[src/otcw_pkg.sv]
package otcw_pkg;

	localparam int DisplayWidthDefault  = 128;
	localparam int DisplayHeightDefault = 64;

	typedef enum logic [1:0] {
		EV_START = 2'd0,
		EV_DATA  = 2'd1,
		EV_STOP  = 2'd2
	} bus_event_t;

	typedef enum logic [1:0] {
		JOB_GLYPH       = 2'd0,
		JOB_GLYPH_WRAP  = 2'd1,
		JOB_CURSOR      = 2'd2
	} job_kind_t;

	localparam logic [7:0] ModeCmd  = 8'h00;
	localparam logic [7:0] ModeData = 8'h40;
	localparam logic [7:0] PageCmd  = 8'hB0;

	localparam int QueueDepth = 4;

	// one classified request between front and back
	typedef struct packed {
		job_kind_t  kind;
		logic [6:0] glyph;    // character - 32
		logic [7:0] col;      // cursor column for the cursor command
		logic [2:0] pg;       // page for the cursor command
	} job_t;

	function automatic logic [7:0] font_col(input logic [6:0] g, input logic [2:0] i);
		logic [39:0] row;
		case (g)
			7'd0:  row = 40'h0000000000;
			7'd1:  row = 40'h00005F0000;
			7'd2:  row = 40'h0007000700;
			7'd3:  row = 40'h147F147F14;
			7'd4:  row = 40'h242A7F2A12;
			7'd5:  row = 40'h2313086462;
			7'd6:  row = 40'h3649552250;
			7'd7:  row = 40'h0004030000;
			7'd8:  row = 40'h001C224100;
			7'd9:  row = 40'h0041221C00;
			7'd10: row = 40'h14083E0814;
			7'd11: row = 40'h08083E0808;
			7'd12: row = 40'h0080600000;
			7'd13: row = 40'h0808080808;
			7'd14: row = 40'h0060600000;
			7'd15: row = 40'h2010080402;
			7'd16: row = 40'h3E5149453E;
			7'd17: row = 40'h44427F4040;
			7'd18: row = 40'h4261514946;
			7'd19: row = 40'h2241494936;
			7'd20: row = 40'h1814127F10;
			7'd21: row = 40'h2F49494931;
			7'd22: row = 40'h3E49494932;
			7'd23: row = 40'h0301710907;
			7'd24: row = 40'h3649494936;
			7'd25: row = 40'h264949493E;
			7'd26: row = 40'h0036360000;
			7'd27: row = 40'h0080680000;
			7'd28: row = 40'h0008142200;
			7'd29: row = 40'h1414141414;
			7'd30: row = 40'h0022140800;
			7'd31: row = 40'h0201510906;
			7'd32: row = 40'h3E415D555E;
			7'd33: row = 40'h7C1211127C;
			7'd34: row = 40'h7F49494936;
			7'd35: row = 40'h3E41414122;
			7'd36: row = 40'h7F4141221C;
			7'd37: row = 40'h7F49494941;
			7'd38: row = 40'h7F09090901;
			7'd39: row = 40'h3E4149493A;
			7'd40: row = 40'h7F0808087F;
			7'd41: row = 40'h41417F4141;
			7'd42: row = 40'h2040413F01;
			7'd43: row = 40'h7F08142241;
			7'd44: row = 40'h7F40404040;
			7'd45: row = 40'h7F020C027F;
			7'd46: row = 40'h7F0408107F;
			7'd47: row = 40'h3E4141413E;
			7'd48: row = 40'h7F09090906;
			7'd49: row = 40'h3E4141C1BE;
			7'd50: row = 40'h7F09192946;
			7'd51: row = 40'h2649494932;
			7'd52: row = 40'h01017F0101;
			7'd53: row = 40'h3F4040403F;
			7'd54: row = 40'h1F2040201F;
			7'd55: row = 40'h3F4038403F;
			7'd56: row = 40'h6314081463;
			7'd57: row = 40'h0708700807;
			7'd58: row = 40'h6151494543;
			7'd59: row = 40'h007F414100;
			7'd60: row = 40'h0204081020;
			7'd61: row = 40'h0041417F00;
			7'd62: row = 40'h0804020408;
			7'd63: row = 40'h4040404040;
			7'd64: row = 40'h0006090906;
			7'd65: row = 40'h2054545478;
			7'd66: row = 40'h7F44444438;
			7'd67: row = 40'h3844444428;
			7'd68: row = 40'h384444447F;
			7'd69: row = 40'h3854545418;
			7'd70: row = 40'h08FE090102;
			7'd71: row = 40'h18A4A4A478;
			7'd72: row = 40'h7F04040478;
			7'd73: row = 40'h00447D4000;
			7'd74: row = 40'h0080847D00;
			7'd75: row = 40'h417F102844;
			7'd76: row = 40'h00417F4000;
			7'd77: row = 40'h7C047C0478;
			7'd78: row = 40'h7C04040478;
			7'd79: row = 40'h3844444438;
			7'd80: row = 40'hFC24242418;
			7'd81: row = 40'h18242424FC;
			7'd82: row = 40'h7C08040408;
			7'd83: row = 40'h0854545420;
			7'd84: row = 40'h043F444020;
			7'd85: row = 40'h3C4040403C;
			7'd86: row = 40'h1C2040201C;
			7'd87: row = 40'h3C4030403C;
			7'd88: row = 40'h4428102844;
			7'd89: row = 40'h1CA0A0A07C;
			7'd90: row = 40'h4464544C44;
			7'd91: row = 40'h0808364141;
			7'd92: row = 40'h0000FF0000;
			7'd93: row = 40'h4141360808;
			7'd94: row = 40'h0804081008;
			default: row = 40'hFFFFFFFFFF;
		endcase
		case (i)
			3'd0:    font_col = row[39:32];
			3'd1:    font_col = row[31:24];
			3'd2:    font_col = row[23:16];
			3'd3:    font_col = row[15:8];
			default: font_col = row[7:0];
		endcase
	endfunction

endpackage

[src/otcw_front.sv]
module otcw_front
	import otcw_pkg::*;
#(
	parameter int DISPLAY_WIDTH  = DisplayWidthDefault,
	parameter int DISPLAY_HEIGHT = DisplayHeightDefault
) (
	input  logic       clk,
	input  logic       arst_n,
	input  logic       push,
	output logic       full,
	input  logic       opcode,
	input  logic [7:0] character,
	input  logic [7:0] column,
	input  logic [7:0] page,
	output logic       job_valid,
	output job_t       job,
	input  logic       job_full
);

	localparam int         Pages   = DISPLAY_HEIGHT / 8;
	localparam logic [7:0] WrapLim = 8'(DISPLAY_WIDTH - 6);

	logic [7:0] cur_col_q;
	logic [2:0] cur_pg_q;
	logic [6:0] ch;
	logic [7:0] adv_col;
	logic [3:0] nxt_pg;
	logic [2:0] nxt_pg_c;
	logic [2:0] set_pg;
	logic       accept;

	assign full   = job_full;
	assign accept = push && !full;
	assign ch     = character[6:0];
	assign adv_col = cur_col_q + 8'd6;
	assign nxt_pg   = {1'b0, cur_pg_q} + 4'd1;
	assign nxt_pg_c = (nxt_pg >= 4'(Pages)) ? 3'd0 : nxt_pg[2:0];
	assign set_pg   = (page >= 8'(Pages)) ? 3'd0 : page[2:0];

	always_comb begin
		job_valid = 1'b0;
		job.kind  = JOB_GLYPH;
		job.glyph = ch - 7'd32;
		job.col   = 8'd0;
		job.pg    = nxt_pg_c;
		if (accept) begin
			if (opcode) begin
				job_valid = 1'b1;
				job.kind  = JOB_CURSOR;
				job.col   = column;
				job.pg    = set_pg;
			end else if (ch >= 7'd32) begin
				job_valid = 1'b1;
				job.kind  = (adv_col > WrapLim) ? JOB_GLYPH_WRAP : JOB_GLYPH;
			end else if (ch == 7'd10) begin
				job_valid = 1'b1;
				job.kind  = JOB_CURSOR;
			end else if (ch == 7'd13) begin
				job_valid = 1'b1;
				job.kind  = JOB_CURSOR;
				job.pg    = cur_pg_q;
			end
		end
	end

	always_ff @(posedge clk or negedge arst_n) begin
		if (!arst_n) begin
			cur_col_q <= 8'd0;
			cur_pg_q  <= 3'd0;
		end else if (job_valid) begin
			if (job.kind == JOB_GLYPH) begin
				cur_col_q <= adv_col;
			end else begin
				cur_col_q <= job.col;
				cur_pg_q  <= job.pg;
			end
		end
	end

endmodule

[config.mk]
export PLATFORM = sky130hd
export DESIGN_NAME = otcw_front
export DESIGN_NICKNAME = d
export VERILOG_FILES = /design/src/otcw_pkg.sv /design/src/otcw_front.sv
export SDC_FILE = /design/constraint.sdc
export NUM_CORES = 1
export LEC_CHECK = 0
export ABC_AREA = 1
export ABC_CLOCK_PERIOD_IN_PS = 2300
export BUFFER_PORTS_ARGS = -buffer_cell sky130_fd_sc_hd__buf_2
export CELL_PAD_IN_SITES_DETAIL_PLACEMENT = 1
export CELL_PAD_IN_SITES_GLOBAL_PLACEMENT = 1
export CORE_AREA = 2 2 62 64
export DETAILED_ROUTE_END_ITERATION = 7
export DIE_AREA = 0 0 64 66
export PLACE_DENSITY_LB_ADDON = 0.1
export SLEW_MARGIN = 30
export SYNTH_ARGS = -nofsm -noshare
export SYNTH_HDL_FRONTEND = slang
export SYNTH_SLANG_ARGS = --single-unit
[constraint.sdc]
create_clock -name clk -period 2.3 [get_ports clk]
set_input_delay 0.46 -clock clk [delete_from_list [all_inputs] [get_ports clk]]
set_output_delay 0.46 -clock clk [all_outputs]
set_load 0.005 [all_outputs]
==> impl_metrics.env <==
export IMPL_setup_violations=0
export IMPL_synth_distinct_cells=33
export IMPL_antenna_found_initial=0
export IMPL_hold_class="input pin to asynchronous set/reset pin"
export IMPL_area_growth_pct=30.76
export IMPL_cp_max_fo=5
export IMPL_wirelength_microns=3378
export IMPL_synth_top_area_frac=0.2358
export IMPL_initial_core_util=0.3288
export IMPL_drc=0
export IMPL_final_common_cell="nand2_1"
export IMPL_final_cell_mix="nand2_1, buf_2, inv_1"
export IMPL_cts_buffers=3
export IMPL_ant_nets=0
export IMPL_critPathLaunchType="register"
export IMPL_r2r_start="cur_col_q[1]"
export IMPL_arrival_ns=1.67
export IMPL_cap_violations=0
export IMPL_synth_area_leaders="dfrtp_1, nand2_1, inv_1"
export IMPL_diodes=0
export IMPL_die_area_sq_um=4224
export IMPL_clk_pin_slew_ns=0.08
export IMPL_viasPerCell=4.563
export IMPL_grt_pass1_wl_microns=5733
export IMPL_io_buffers=49
export IMPL_cts_max_path_buffers=2
export IMPL_clock_sinks=11
export IMPL_timing_reg2reg_worst_path_depth=16
export IMPL_cts_tree="built"
export IMPL_rows=22
export IMPL_setup_slack_ns=0.1668
export IMPL_path_delay_family="flip-flops"
export IMPL_finalMaxSlewViolations=0
export IMPL_clk_latency_ns=0.27
export IMPL_track_usage=0.1716
export IMPL_r2r_end="cur_col_q[1]"
export IMPL_drt_pre_antenna_iters=4
export IMPL_syn_inst=181
export IMPL_drt_iter0_markers=44
export IMPL_whs_ns=0.05375
export IMPL_dp_final_hpwl_microns=2844
export IMPL_cts_root_buffer="clkbuf_4"
export IMPL_status="finished clean"
export IMPL_htreeDepth=1
export IMPL_powerDensity_nw_per_um2=731.5
export IMPL_routedWlPerCell_microns=11.89
export IMPL_nFillCells=511
export IMPL_nets=269
export IMPL_p_leak_nw=0.9316
export IMPL_worstSetupPathType="register to output port"
export IMPL_post_route_period_util=0.9275
export IMPL_syn_cell_area_sq_um=1167
export IMPL_tightest_slew_ns=0.3725
export IMPL_setup_tns_ns=0
export IMPL_post_route_min_period_ns=2.133
export IMPL_grt_pass1_vias=1327
export IMPL_drive_gt1_frac=0.3602
export IMPL_cp_num_buf_inv=1
export IMPL_die_w_microns=64
export IMPL_slew_headroom=0.7512
export IMPL_grt_max_degree=12
export IMPL_placed_cell_area_sq_um=1450
export IMPL_path_cells="ha_1 -> xor2_1 -> nand2_1 -> o21ai_0 -> nand3_1 -> o21ai_1 -> buf_2"
export IMPL_finalClockSkew_ns=0.001566
export IMPL_synth_area_leader_cell="dfrtp_1"
export IMPL_cp_end_kind="output port"
export IMPL_grt_overflow=0
export IMPL_dp_slack_ns=0.1597
export IMPL_fmax_mhz=468.8
export IMPL_fin_area_sq_um=1526
export IMPL_synth_fp_nets=213
export IMPL_yosys_register_bits=11
export IMPL_pin_count=51
export IMPL_core_area_sq_um=3551
export IMPL_synth_yosys_seq_area_share=0.2358
export IMPL_avgSynthCellArea_sq_um=6.450
export IMPL_gp_congestion=0.7953
export IMPL_r2r_setup_slack_ns=0.55
export IMPL_slowest_delay_ns=0.44
export IMPL_hold_viol_final=0
export IMPL_ir_drop_mv=0.2990
export IMPL_die_h_microns=66
export IMPL_vias=1296
export IMPL_synth_warnings=0
export IMPL_fin_util=0.4299
export IMPL_slowest_stage="dfrtp_1"
export IMPL_ctsHoldBuffers=0
export IMPL_crit_required_ns=1.84
kinds of logic (layout without fill, tap and decap cells):
| kind of cell | after synthesis | count (layout) | synth area share |
|---|---|---|---|
| AND/OR/NAND/NOR | 113 | 113 | 0.4952 |
| buffers and inverters | 41 | 96 | 0.1565 |
| XOR/XNOR | 2 | 2 | 0.01501 |
| flip-flops | 11 | 11 | 0.2358 |
| adder cells (fa/ha/maj) | 3 | 3 | 0.03216 |
| AO/OA/AOI/OAI | 11 | 11 | 0.06539 |
state kept, by name, summed over array words and instances, names as in the netlist:
name       count
cur_col_q      8
cur_pg_q       3
how the worst max path moves through the flow:
stage            startpoint      end  slack [ns]  depth (start not counted)
2_1_floorplan  character[5]   job[1]        0.54                          7
4_1_cts        cur_col_q[1]  job[18]        0.02                         13
3_5_place_dp   character[5]   job[1]        0.16                          9
5_1_grt        cur_col_q[1]  job[18]      -0.002                         13
6_report        cur_pg_q[0]   job[2]        0.17                          7
3_3_place_gp   character[0]   job[2]        0.22                         10
synth_stat cells, drive strengths merged:
cell type,instances
xnor2,1
nand2,64
buf,7
nor3b,1
ha,3
a21boi,1
or2,1
nand3,17
dfrtp,11
and3,1
inv,34
a21oi,3
nand3b,1
a31oi,1
nor3,2
nor4,1
o21bai,1
nand4,4
xor2,1
nor2,21
o21ai,5
area by class of cell:
class / count / area [sq um] / area share
well taps: 48 / 60.06 / 0.03934
repair buffers: 58 / 312.8 / 0.2049
inverters: 34 / 130.1 / 0.08525
flip-flops and latches: 11 / 275.3 / 0.1803
clock buffers: 4 / 26.28 / 0.01721
multi-input cells: 129 / 721.9 / 0.4730
per-layer routing:
layer  track usage  share of wire  up-vias
met5             0              0        -
met4       0.03261         0.0030        0
met3       0.02726          0.046        2
met2        0.3138           0.51       31
met1        0.2126           0.44      602
li1              -              -      661
metrics by stage:
stage / std cells / power (mW)
floorplan: 181 / 0.7762
global placement: 275 / 0.9243
detailed placement: 275 / 0.9600
CTS: 279 / 1.118
global route: 284 / 1.251
finish: 284 / 1.117
power breakdown:
group	switching [mW]	internal (mW)
Combinational	0.358	0.265
Sequential	0.0907	0.266
Clock	0.0700	0.0671
repair_timing:
item                       in CTS  in global routing
setup endpoints to repair       1                  1
cloned                          0                  0
pin swaps                       1                  1
buffers inserted                0                  5
gates resized for setup         2                  2
Note: power is estimated with default switching activity, not from simulation.
