**src/otcw_pkg.sv**
```systemverilog
package otcw_pkg;

	localparam int DisplayWidthDefault  = 128;
	localparam int DisplayHeightDefault = 64;

	typedef enum logic [1:0] {
		EV_START = 2'd0,
		EV_DATA  = 2'd1,
		EV_STOP  = 2'd2
	} bus_event_t;

	typedef enum logic [1:0] {
		JOB_GLYPH       = 2'd0,
		JOB_GLYPH_WRAP  = 2'd1,
		JOB_CURSOR      = 2'd2
	} job_kind_t;

	localparam logic [7:0] ModeCmd  = 8'h00;
	localparam logic [7:0] ModeData = 8'h40;
	localparam logic [7:0] PageCmd  = 8'hB0;

	localparam int QueueDepth = 4;

	// one classified request between front and back
	typedef struct packed {
		job_kind_t  kind;
		logic [6:0] glyph;    // character - 32
		logic [7:0] col;      // cursor column for the cursor command
		logic [2:0] pg;       // page for the cursor command
	} job_t;

	function automatic logic [7:0] font_col(input logic [6:0] g, input logic [2:0] i);
		logic [39:0] row;
		case (g)
			7'd0:  row = 40'h0000000000;
			7'd1:  row = 40'h00005F0000;
			7'd2:  row = 40'h0007000700;
			7'd3:  row = 40'h147F147F14;
			7'd4:  row = 40'h242A7F2A12;
			7'd5:  row = 40'h2313086462;
			7'd6:  row = 40'h3649552250;
			7'd7:  row = 40'h0004030000;
			7'd8:  row = 40'h001C224100;
			7'd9:  row = 40'h0041221C00;
			7'd10: row = 40'h14083E0814;
			7'd11: row = 40'h08083E0808;
			7'd12: row = 40'h0080600000;
			7'd13: row = 40'h0808080808;
			7'd14: row = 40'h0060600000;
			7'd15: row = 40'h2010080402;
			7'd16: row = 40'h3E5149453E;
			7'd17: row = 40'h44427F4040;
			7'd18: row = 40'h4261514946;
			7'd19: row = 40'h2241494936;
			7'd20: row = 40'h1814127F10;
			7'd21: row = 40'h2F49494931;
			7'd22: row = 40'h3E49494932;
			7'd23: row = 40'h0301710907;
			7'd24: row = 40'h3649494936;
			7'd25: row = 40'h264949493E;
			7'd26: row = 40'h0036360000;
			7'd27: row = 40'h0080680000;
			7'd28: row = 40'h0008142200;
			7'd29: row = 40'h1414141414;
			7'd30: row = 40'h0022140800;
			7'd31: row = 40'h0201510906;
			7'd32: row = 40'h3E415D555E;
			7'd33: row = 40'h7C1211127C;
			7'd34: row = 40'h7F49494936;
			7'd35: row = 40'h3E41414122;
			7'd36: row = 40'h7F4141221C;
			7'd37: row = 40'h7F49494941;
			7'd38: row = 40'h7F09090901;
			7'd39: row = 40'h3E4149493A;
			7'd40: row = 40'h7F0808087F;
			7'd41: row = 40'h41417F4141;
			7'd42: row = 40'h2040413F01;
			7'd43: row = 40'h7F08142241;
			7'd44: row = 40'h7F40404040;
			7'd45: row = 40'h7F020C027F;
			7'd46: row = 40'h7F0408107F;
			7'd47: row = 40'h3E4141413E;
			7'd48: row = 40'h7F09090906;
			7'd49: row = 40'h3E4141C1BE;
			7'd50: row = 40'h7F09192946;
			7'd51: row = 40'h2649494932;
			7'd52: row = 40'h01017F0101;
			7'd53: row = 40'h3F4040403F;
			7'd54: row = 40'h1F2040201F;
			7'd55: row = 40'h3F4038403F;
			7'd56: row = 40'h6314081463;
			7'd57: row = 40'h0708700807;
			7'd58: row = 40'h6151494543;
			7'd59: row = 40'h007F414100;
			7'd60: row = 40'h0204081020;
			7'd61: row = 40'h0041417F00;
			7'd62: row = 40'h0804020408;
			7'd63: row = 40'h4040404040;
			7'd64: row = 40'h0006090906;
			7'd65: row = 40'h2054545478;
			7'd66: row = 40'h7F44444438;
			7'd67: row = 40'h3844444428;
			7'd68: row = 40'h384444447F;
			7'd69: row = 40'h3854545418;
			7'd70: row = 40'h08FE090102;
			7'd71: row = 40'h18A4A4A478;
			7'd72: row = 40'h7F04040478;
			7'd73: row = 40'h00447D4000;
			7'd74: row = 40'h0080847D00;
			7'd75: row = 40'h417F102844;
			7'd76: row = 40'h00417F4000;
			7'd77: row = 40'h7C047C0478;
			7'd78: row = 40'h7C04040478;
			7'd79: row = 40'h3844444438;
			7'd80: row = 40'hFC24242418;
			7'd81: row = 40'h18242424FC;
			7'd82: row = 40'h7C08040408;
			7'd83: row = 40'h0854545420;
			7'd84: row = 40'h043F444020;
			7'd85: row = 40'h3C4040403C;
			7'd86: row = 40'h1C2040201C;
			7'd87: row = 40'h3C4030403C;
			7'd88: row = 40'h4428102844;
			7'd89: row = 40'h1CA0A0A07C;
			7'd90: row = 40'h4464544C44;
			7'd91: row = 40'h0808364141;
			7'd92: row = 40'h0000FF0000;
			7'd93: row = 40'h4141360808;
			7'd94: row = 40'h0804081008;
			default: row = 40'hFFFFFFFFFF;
		endcase
		case (i)
			3'd0:    font_col = row[39:32];
			3'd1:    font_col = row[31:24];
			3'd2:    font_col = row[23:16];
			3'd3:    font_col = row[15:8];
			default: font_col = row[7:0];
		endcase
	endfunction

endpackage

```
**src/otcw_queue.sv**
```systemverilog
module otcw_queue
	import otcw_pkg::*;
(
	input  logic clk,
	input  logic arst_n,
	input  logic wr,
	input  job_t wr_data,
	output logic full,
	input  logic rd,
	output logic empty,
	output job_t rd_data
);

	localparam int Aw = $clog2(QueueDepth);

	job_t          mem_q [QueueDepth];
	logic [Aw-1:0] wp_q;
	logic [Aw-1:0] rp_q;
	logic [Aw:0]   cnt_q;

	assign full    = cnt_q == (Aw+1)'(QueueDepth);
	assign empty   = cnt_q == '0;
	assign rd_data = mem_q[rp_q];

	always_ff @(posedge clk) begin
		if (wr) begin
			mem_q[wp_q] <= wr_data;
		end
	end

	always_ff @(posedge clk or negedge arst_n) begin
		if (!arst_n) begin
			wp_q  <= '0;
			rp_q  <= '0;
			cnt_q <= '0;
		end else begin
			if (wr) begin
				wp_q <= wp_q + 1'b1;
			end
			if (rd) begin
				rp_q <= rp_q + 1'b1;
			end
			cnt_q <= cnt_q + (Aw+1)'(wr) - (Aw+1)'(rd);
		end
	end

endmodule

```
**config.mk**
```make
export PLATFORM = sky130hd
export DESIGN_NAME = otcw_queue
export DESIGN_NICKNAME = d
export VERILOG_FILES = /design/src/otcw_pkg.sv /design/src/otcw_queue.sv
export SDC_FILE = /design/constraint.sdc
export NUM_CORES = 1
export LEC_CHECK = 0
export BUFFER_PORTS_ARGS = -buffer_cell sky130_fd_sc_hd__buf_2
export CAP_MARGIN = 30
export CORE_UTILIZATION = 60
export DETAILED_ROUTE_END_ITERATION = 16
export PLACE_DENSITY = 0.83
export SLEW_MARGIN = 10
export SYNTH_ARGS = -nofsm -noshare
export SYNTH_HDL_FRONTEND = slang
export SYNTH_SLANG_ARGS = --single-unit
export TNS_END_PERCENT = 50
```
**constraint.sdc**
```tcl
create_clock -name clk -period 4.2 [get_ports clk]
set_input_delay 0.42 -clock clk [delete_from_list [all_inputs] [get_ports clk]]
set_output_delay 0.42 -clock clk [all_outputs]
set_load 0.05 [all_outputs]
```
==> out/metrics.cfg, run 1 <==
[worst_hold_path]
hold_path_class=input pin to flop

[global_routing]
antenna_found_initial=0
grt_overflow=0
grt_pass1_vias=1561
grt_usage_pct=19.7
grt_max_degree=22
grt_pass1_wl_mm=7.97

[place]
dpl.cell_count=250
port_buffers=45
place_congestion=0.712
dpl.hpwl_mm=3.31

[yosys]
synthAdderAreaFrac_pct=2.90
synth_seq_cells=87
synth_xor_area_share_pct=1.34
synth_mux_area_share_pct=14.0
synth_compound_area_share_pct=0.153
synth_top_family_by_area=multiplexers
yosys.area_share.simple_pct=1.34
synth_area_um2=3280
synthCells=138
postSynthAreaPerCell_um2=23.8
yosys_warnings=0
syn_nets=169
synth_seq_area_share_pct=78.6
yosysUniqueCellTypes=16

[drt]
drcViolationCount=0
wire_per_inst_um=19.3
vias=1495
totalWireLength_mm=5.23
initialDrtViolationCount=115
vias_per_cell=5.52
ant_nets=0
detailedRoute.firstPassIterationCount=4

[clock_network]
cts_buffer_depth=2
cts_buffers=9
postCtsSetupBuffers=0
cts_resized=0
clk_latency_ns=0.33
h-tree-depth=3
cts-root-buf=clkbuf_8
clock_sinks=87
clk_pin_slew_ns=0.07
cts_tree=yes

[worst_setup_path]
path_cells=buf_4 -> mux4_1 -> buf_2
crit_slowest_cell=dfrtp_1
setup.worst_path.class=flop to output port
arrival_ns=2.27
cp_max_fo=13
critPathLaunchType=flop
cp.required_ns=3.78
crit_family=flip-flops
cpPeakStageDelay_ns=0.72
crit_path_end_kind=output port
cp.buffers_inverters=2

[final_layout]
fin_util_pct=73.3
finalNonFillerCells=271
n_fill_cell=291
area_growth_pct=15.6
mostFrequentLayoutCell=edfxtp_1
final_cell_mix=edfxtp_1 (80), buf_2 (45), mux4_2 (18), clkbuf_8 (9), dfrtp_1 (7)
nets=227
n_antenna_cell=0
layout-drive-gt1-share_pct=38.3

[timing]
worst_slew_pin_slew_ns=0.940
finalCritPeriodShare_pct=64.0
finalSetupViolCount=0
skew_ns=0.00409
relSlewSlack_pct=37.3
drv_slew=0
period_needed_ns=2.69
final-hold-violation-count=0
rsz0062_at_grt=false
finalSetupTns_ns=0
fmax_mhz=372

[job]
maxCapViolations=0

[floorplan]
ios=46
num_rows=26
initial_core_util_pct=63.4
die_area_um2=5760
die_x_um=75.9
fp.coreArea_um2=5170
chipHeight_um=75.9

[power_and_ir_drop]
irDropWorstVdd_uv=474
p_leak_uw=0.00137
p_per_area_nw_per_um2=759

[status]
outcome=finished clean

-- final timing paths --
| check | from | end | slack [ns] | cells after the start |
|---|---|---|---|---|
| max in group asynchronous | arst_n | wp_q[1] | 3.60 | 2 |
| min | wr_data[18] | mem_q[1][18] | 0.30 | 1 |
| max | rp_q[0] | rd_data[19] | 1.51 | 3 |
| min in group asynchronous | arst_n | cnt_q[1] | 0.44 | 2 |
| max reg2reg | wp_q[0] | mem_q[0][4] | 2.47 | 4 |
| min reg2reg | wp_q[0] | wp_q[0] | 0.59 | 1 |
-- through the flow --
stage	power (uW)	hold slack (ns)	worst slack (ns)	area (um2)
floorplan	2170	0.124	2.31	3280
global placement	2360	0.259	1.85	3570
detailed placement	2410	0.263	1.81	3570
CTS	2870	0.277	1.43	3730
global route	3000	0.270	1.36	3790
finish	2880	0.297	1.51	3790
-- routing by layer --
layer	global-route usage, %	part of all wire (%)	routed length (um)	up-vias
met5	0	0	0	-
met4	10.8	2.1	111	0
met3	5.90	4.1	215	10
met2	32.9	54	2830	41
met1	22.9	40	2070	769
li1	-	-	-	675
-- worst reg2reg max path, delay by kind of cell, from the launching register on --
family / cells / cell delay, ns
buf+inv: 2 / 0.36
fa+ha+maj: 1 / 0.15
simple gates: 1 / 0.49
flops: 1 / 0.43
-- power breakdown --
part / switching [uW] / total (uW) / leakage, uW / internal [uW]
combinational: 768 / 1160 / 0.000477 / 388
clock: 251 / 464 / 0.0000737 / 213
sequential: 118 / 1260 / 0.000817 / 1140
total: 1140 / 2880 / 0.00137 / 1740
-- sequential cells by signal, indices dropped and copies added, names as in the netlist --
| signal | flops |
|---|---|
| cnt_q | 3 |
| rp_q | 2 |
| mem_q | 80 |
| wp_q | 2 |
-- cell usage after synthesis --
| cell type | instances | area share (%) |
|---|---|---|
| edfxtp_1 | 80 | 73 |
| mux4_2 | 18 | 12 |
| dfrtp_1 | 7 | 5.3 |
| ha_1 | 6 | 2.3 |
| inv_1 | 6 | 0.69 |
| and2_1 | 4 | 0.76 |
| xnor2_1 | 3 | 0.80 |
| buf_2 | 2 | 0.31 |
| buf_6 | 2 | 0.69 |
| mux4_1 | 2 | 1.6 |
| nand2_1 | 2 | 0.23 |
| xor2_1 | 2 | 0.53 |
| and3_1 | 1 | 0.19 |
| fa_1 | 1 | 0.61 |
| nor3_1 | 1 | 0.15 |
| o21ai_0 | 1 | 0.15 |
-- repair_timing --
action,in CTS,in global routing
setup endpoints to repair,0,0
hold buffers,1,0
hold endpoints to repair,7,0
-- final cells by class --
class	instances	area, um2	share of cell area [%]
repair buffers	51	308	8.12
well taps	70	87.6	2.31
multi-input cells	41	646	17.0
inverters	6	22.5	0.594
clock inverters	2	7.51	0.198
clock buffers	14	143	3.76
flip-flops and latches	87	2580	68.0
-- cell families after synthesis --
logic type / count (synthesis)
flip-flops: 87
multiplexers: 20
buffers and inverters: 10
AND/OR/NAND/NOR: 8
adder cells (fa/ha/maj): 7
XOR/XNOR: 5
AO/OA/AOI/OAI: 1
Note: power is estimated with default switching activity, not from simulation.
==> inputs of run 2 (changes only) <==
Settings changed: CORE_UTILIZATION 60 to 51, PLACE_DENSITY 0.83 to 0.75.
Clock period 4.2 ns to 2.25 ns, I/O delays scaled along.
==> out/metrics.cfg, run 2 (synthesis results as in run 1) <==
[timing]
worst_slew_pin_slew_ns=0.440  ; -0.500 ns
finalCritPeriodShare_pct=88.7
fmax_mhz=501
period_needed_ns=2.00
skew_ns=0.00992  ; +0.00583 ns
drv_slew=0  ; unchanged
rsz0062_at_grt=false
final-hold-violation-count=0  ; unchanged
setup_slack_ns=0.254  ; -1.26 ns
finalSetupViolCount=0  ; unchanged
relSlewSlack_pct=70.7  ; +33 points
finalSetupTns_ns=0  ; unchanged

[clock_network]
cts_buffer_depth=2  ; unchanged
clk_pin_slew_ns=0.08  ; about the same
postCtsSetupBuffers=0  ; unchanged
cts_tree=yes
clock_sinks=87  ; unchanged
clk_latency_ns=0.34  ; about the same
h-tree-depth=3  ; unchanged
cts_buffers=9  ; unchanged
cts-root-buf=clkbuf_8

[drt]
vias_per_cell=5.41  ; -1.9%
initialDrtViolationCount=78  ; -32%
ant_nets=0  ; unchanged
drcViolationCount=0  ; unchanged
detailedRoute.firstPassIterationCount=4  ; unchanged
wire_per_inst_um=18.2  ; -5.5%
vias=1515  ; +1.3%
totalWireLength_mm=5.11  ; -2.4%

[final_layout]
reg_top3=mem_q (80), cnt_q (3)
postLayoutCellArea_um2=3830  ; +0.99%
mostFrequentLayoutCell=edfxtp_1
nets=232  ; +2.2%
area_growth_pct=16.8
largest_register_ffs=80  ; unchanged
regMostFlops=mem_q
n_antenna_cell=0  ; unchanged
final_cell_mix=edfxtp_1 (80), buf_2 (45), mux4_2 (18), buf_4 (10), clkbuf_8 (9)
layout-drive-gt1-share_pct=41.5  ; +3.2 points

[worst_setup_path]
cpPeakStageDelay_ns=0.59  ; -0.13 ns
cp_max_fo=12  ; -1
setup.worst_path.class=flop to output port
critPathLaunchType=flop
r2r_cells=7  ; +3
crit_path_end_kind=output port
crit_slowest_cell=mux4_1
path_cells=buf_4 -> mux4_1 -> buf_2
arrival_ns=1.77  ; -0.50 ns
cp.required_ns=2.03  ; -1.75 ns

[power_and_ir_drop]
p_per_area_nw_per_um2=1430  ; +89%
p_leak_uw=0.00140  ; +2.4%
irDropWorstVdd_uv=1070  ; +130%

[floorplan]
chipHeight_um=82.2  ; +8.2%
num_rows=28  ; +7.7%
initial_core_util_pct=54.1  ; -9.3 points
ios=46  ; unchanged
fp.coreArea_um2=6060  ; +17%
die_x_um=82.2  ; +8.2%
die_area_um2=6750  ; +17%

[place]
dpl.hpwl_mm=3.49  ; +5.4%
place_congestion=0.677  ; -4.9%
pre_cts_ws_ns=0.564  ; -1.25 ns
port_buffers=45  ; unchanged
place_area_um2=3640  ; +2.1%

[global_routing]
grt_pass1_wl_mm=7.74  ; -2.9%
grt_max_degree=20  ; -9.1%
grt_usage_pct=16.8  ; -2.8 points
grt_pass1_vias=1593  ; +2.0%
grt_overflow=0  ; unchanged
antenna_found_initial=0  ; unchanged

[job]
maxCapViolations=0  ; unchanged

[worst_hold_path]
hold_path_class=input pin to flop
whs_path_depth=1  ; unchanged

[status]
outcome=finished clean

## run 2: cell count changes in the layout (fill, tap and decap cells not counted)
cell / previous run / this run
buf_4: 1 / 10
clkbuf_1: 5 / 2
buf_6: 2 / 0
buf_16: 1 / 0
buf_8: 1 / 0
bufinv_16: 0 / 1
clkinv_1: 2 / 1
clkinv_2: 0 / 1
clkinv_4: 0 / 1
## run 2: final cells by class
cell class | count | area, um2
Timing Repair Buffer | 56 | 310
Tap cell | 75 | 93.8
Sequential cell | 87 | 2580
Clock inverter | 4 | 47.5
Clock buffer | 11 | 131
Inverter | 6 | 22.5
Fill cell | 407 | 2230
Multi-Input combinational cell | 41 | 646
## run 2: metal layers
metal  vias to the layer above  GRT usage (%)  part of all wire, %
met5                         -              0                    0
met4                         0           7.02                  1.4
li1                        682              -                    -
met3                        10           4.95                  3.7
met2                        39           26.4                   51
met1                       784           22.2                   44
## run 2: through the flow
step / hold WS (ns) / power [uW] / util [%] / instances
2_1_floorplan: -0.0706 / 4050 / - / 138
3_3_place_gp: 0.0578 / 4480 / 60.1 / 264
3_5_place_dp: 0.0683 / 4570 / 60.1 / 264
4_1_cts: 0.0834 / 5560 / 63.2 / 280
5_1_grt: 0.0822 / 5730 / 63.2 / 280
6_report: 0.100 / 5490 / 63.2 / 280
## run 2: report_power, final
group	leakage [uW]	switching, uW	internal, uW
sequential	0.000817	108	2130
clock	0.0000908	485	505
combinational	0.000492	1530	730
total	0.00140	2130	3370
## run 2: repair_timing
action                                  CTS  global route
hold endpoints to repair                  7             0
hold buffers                              1             0
endpoints found under the setup margin    0             0
resized for setup                         0             0
## run 2: final timing paths
path | from | endpoint | slack (ns)
max in group asynchronous | arst_n | wp_q[1] | 1.84
hold reg to reg | rp_q[1] | rp_q[1] | 0.53
hold / removal | wr_data[8] | mem_q[3][8] | 0.10
min in group asynchronous | arst_n | cnt_q[0] | 0.25
setup / recovery | rp_q[0] | rd_data[19] | 0.25
setup reg to reg | cnt_q[0] | cnt_q[2] | 0.55
## run 2: critical path, delay by kind of cell (launching register included)
kind	cells	cell delay, ns
DFF	1	0.36
muxes	1	0.59
buffers and inverters	2	0.50
==> inputs of run 3 (changes only) <==
Settings changed: CORE_UTILIZATION 51 to 60, PLACE_DENSITY 0.75 to 0.83.
Clock period 2.25 ns to 2.5 ns, I/O delays scaled along.
==> out/metrics.cfg, run 3 (synthesis results as in run 1) <==
[final_layout]
mostFrequentLayoutCell=edfxtp_1
n_fill_cell=297  ; -27%
postLayoutCellArea_um2=3860  ; +0.75%
seq_area_um2=2580  ; unchanged
n_antenna_cell=0  ; unchanged
multiInputGateArea_um2=646  ; unchanged
layout-drive-gt1-share_pct=41.4  ; -0.084 points
area_growth_pct=17.7
final_cell_mix=edfxtp_1 (80), buf_2 (45), mux4_2 (18), clkbuf_8 (11), dfrtp_1 (7)
reg_top3=mem_q (80), cnt_q (3)
largest_register_ffs=80  ; unchanged
regMostFlops=mem_q
fin_util_pct=74.6  ; +11 points
finalNonFillerCells=273  ; -2.5%
nets=229  ; -1.3%

[worst_setup_path]
crit_path_start=rp_q[0]
worst-r2r-setup-slack_ns=0.79  ; +0.24 ns
cp.required_ns=2.25  ; +0.22 ns
cpPeakStageDelay_ns=0.57  ; -0.02 ns
r2r_cells=4  ; -3
critPathLaunchType=flop
r2r-start=wp_q[0]
crit_slowest_cell=dfrtp_1
arrival_ns=1.96  ; +0.19 ns
setup.worst_path.class=flop to output port
worstReg2RegEnd=mem_q[0][8]
path_cells=buf_12 -> mux4_1 -> buf_2
cp_max_fo=16  ; +4
crit_path_end_kind=output port

[timing]
relSlewSlack_pct=71.3  ; +0.66 points
drv_slew=0  ; unchanged
hold_ws_ns=0.117  ; +0.0172 ns
finalCritPeriodShare_pct=88.3
fmax_mhz=453
worst_slew_pin_slew_ns=0.430  ; -0.00984 ns
skew_ns=0.0107  ; +0.000770 ns
finalSetupViolCount=0  ; unchanged
final-hold-violation-count=0  ; unchanged
finalSetupTns_ns=0  ; unchanged
period_needed_ns=2.21
rsz0062_at_grt=false

[power_and_ir_drop]
intPower_uw=3190  ; -5.2%
p_per_area_nw_per_um2=1330  ; -7.3%
p_leak_uw=0.00141  ; +0.86%
clockPowerShare_pct=20.9  ; +2.9 points
p_sw_uw=1940  ; -8.8%
p_seq_share_pct=40.2  ; -0.6 points
p_comb_share_pct=38.9  ; -2.3 points
irDropWorstVdd_uv=658  ; -39%
swShare_pct=37.8  ; -0.91 points

[clock_network]
cts_buffer_depth=2  ; unchanged
postCtsSetupBuffers=0  ; unchanged
h-tree-depth=3  ; unchanged
cts_tree=yes
clock_sinks=87  ; unchanged
cts_resized=0  ; unchanged
cts_buffers=9  ; unchanged
clk_pin_slew_ns=0.08  ; about the same
cts-root-buf=clkbuf_8
clk_latency_ns=0.35  ; about the same

[status]
outcome=finished clean

[place]
dpl.cell_count=256  ; -3.0%
place_area_um2=3620  ; -0.45%
place_congestion=0.732  ; +8.2%
dpl.hpwl_mm=3.66  ; +5.1%
port_buffers=45  ; unchanged

[global_routing]
antenna_found_initial=0  ; unchanged
grt_usage_pct=21.5  ; +4.7 points
grt_pass1_vias=1716  ; +7.7%
grt_pass1_wl_mm=8.85  ; +14%
grt_overflow=0  ; unchanged
grt_max_degree=21  ; +5.0%

[floorplan]
chipHeight_um=75.9  ; -7.6%
fp.coreArea_um2=5170  ; -15%
initial_core_util_pct=63.4  ; +9.3 points
die_area_um2=5760  ; -15%
die_x_um=75.9  ; -7.6%
num_rows=26  ; -7.1%
ios=46  ; unchanged

[drt]
detailedRoute.firstPassIterationCount=4  ; unchanged
wire_per_inst_um=19.9  ; +9.1%
vias=1517  ; +0.13%
vias_per_cell=5.56  ; +2.7%
totalWireLength_mm=5.43  ; +6.3%
initialDrtViolationCount=80  ; +2.6%
ant_nets=0  ; unchanged
drcViolationCount=0  ; unchanged

[worst_hold_path]
hold_end=mem_q[0][6]
whs_path_depth=1  ; unchanged
hold_path_class=input pin to flop
hold_path.startpoint=wr_data[6]

[job]
maxCapViolations=0  ; unchanged

==> run 3: what timing repair did <==
item | 4_1_cts | 5_1_grt
endpoints found under the hold margin | 7 | 0
endpoints found under the setup margin | 0 | 0
hold buffers | 1 | 0
==> run 3: worst max path at each step <==
stage | end | slack (ns) | cells past startpoint
2_1_floorplan | empty | 0.78 | 1
3_3_place_gp | rd_data[0] | 0.66 | 3
3_5_place_dp | rd_data[0] | 0.63 | 3
4_1_cts | rd_data[0] | 0.25 | 3
5_1_grt | rd_data[0] | 0.19 | 3
6_report | rd_data[0] | 0.29 | 3
==> run 3: power groups by stage <==
stage / clock network, uW / registers (uW) / logic, uW
floorplan: 0 / 2020 / 1620
global placement: 0 / 2070 / 1970
detailed placement: 0 / 2100 / 2020
CTS: 1090 / 2070 / 2030
global route: 1140 / 2090 / 2110
finish: 1070 / 2060 / 2000
==> run 3: cell type report <==
type,instances,share of cell area [%]
multi-input cells,41,16.7
clock inverters,3,1.69
well taps,70,2.27
inverters,6,0.584
flip-flops and latches,87,66.8
repair buffers,53,7.78
clock buffers,13,4.12
==> run 3: per-stage QoR <==
step,total power (uW),setup slack (ns)
floorplan,3640,0.782
global placement,4030,0.664
detailed placement,4120,0.631
CTS,5180,0.253
global route,5330,0.190
finish,5130,0.293
==> run 3: layer usage <==
layer	wire length (um)	track usage, %
met5	0	0
met4	112	10.0
met3	256	5.90
met2	2930	37.1
met1	2130	25.3
==> run 3: worst max-delay path, delay by kind of cell (launching register included) <==
family	cells	cell delay, ns
buffers and inverters	2	0.47
DFF	1	0.57
muxes	1	0.57
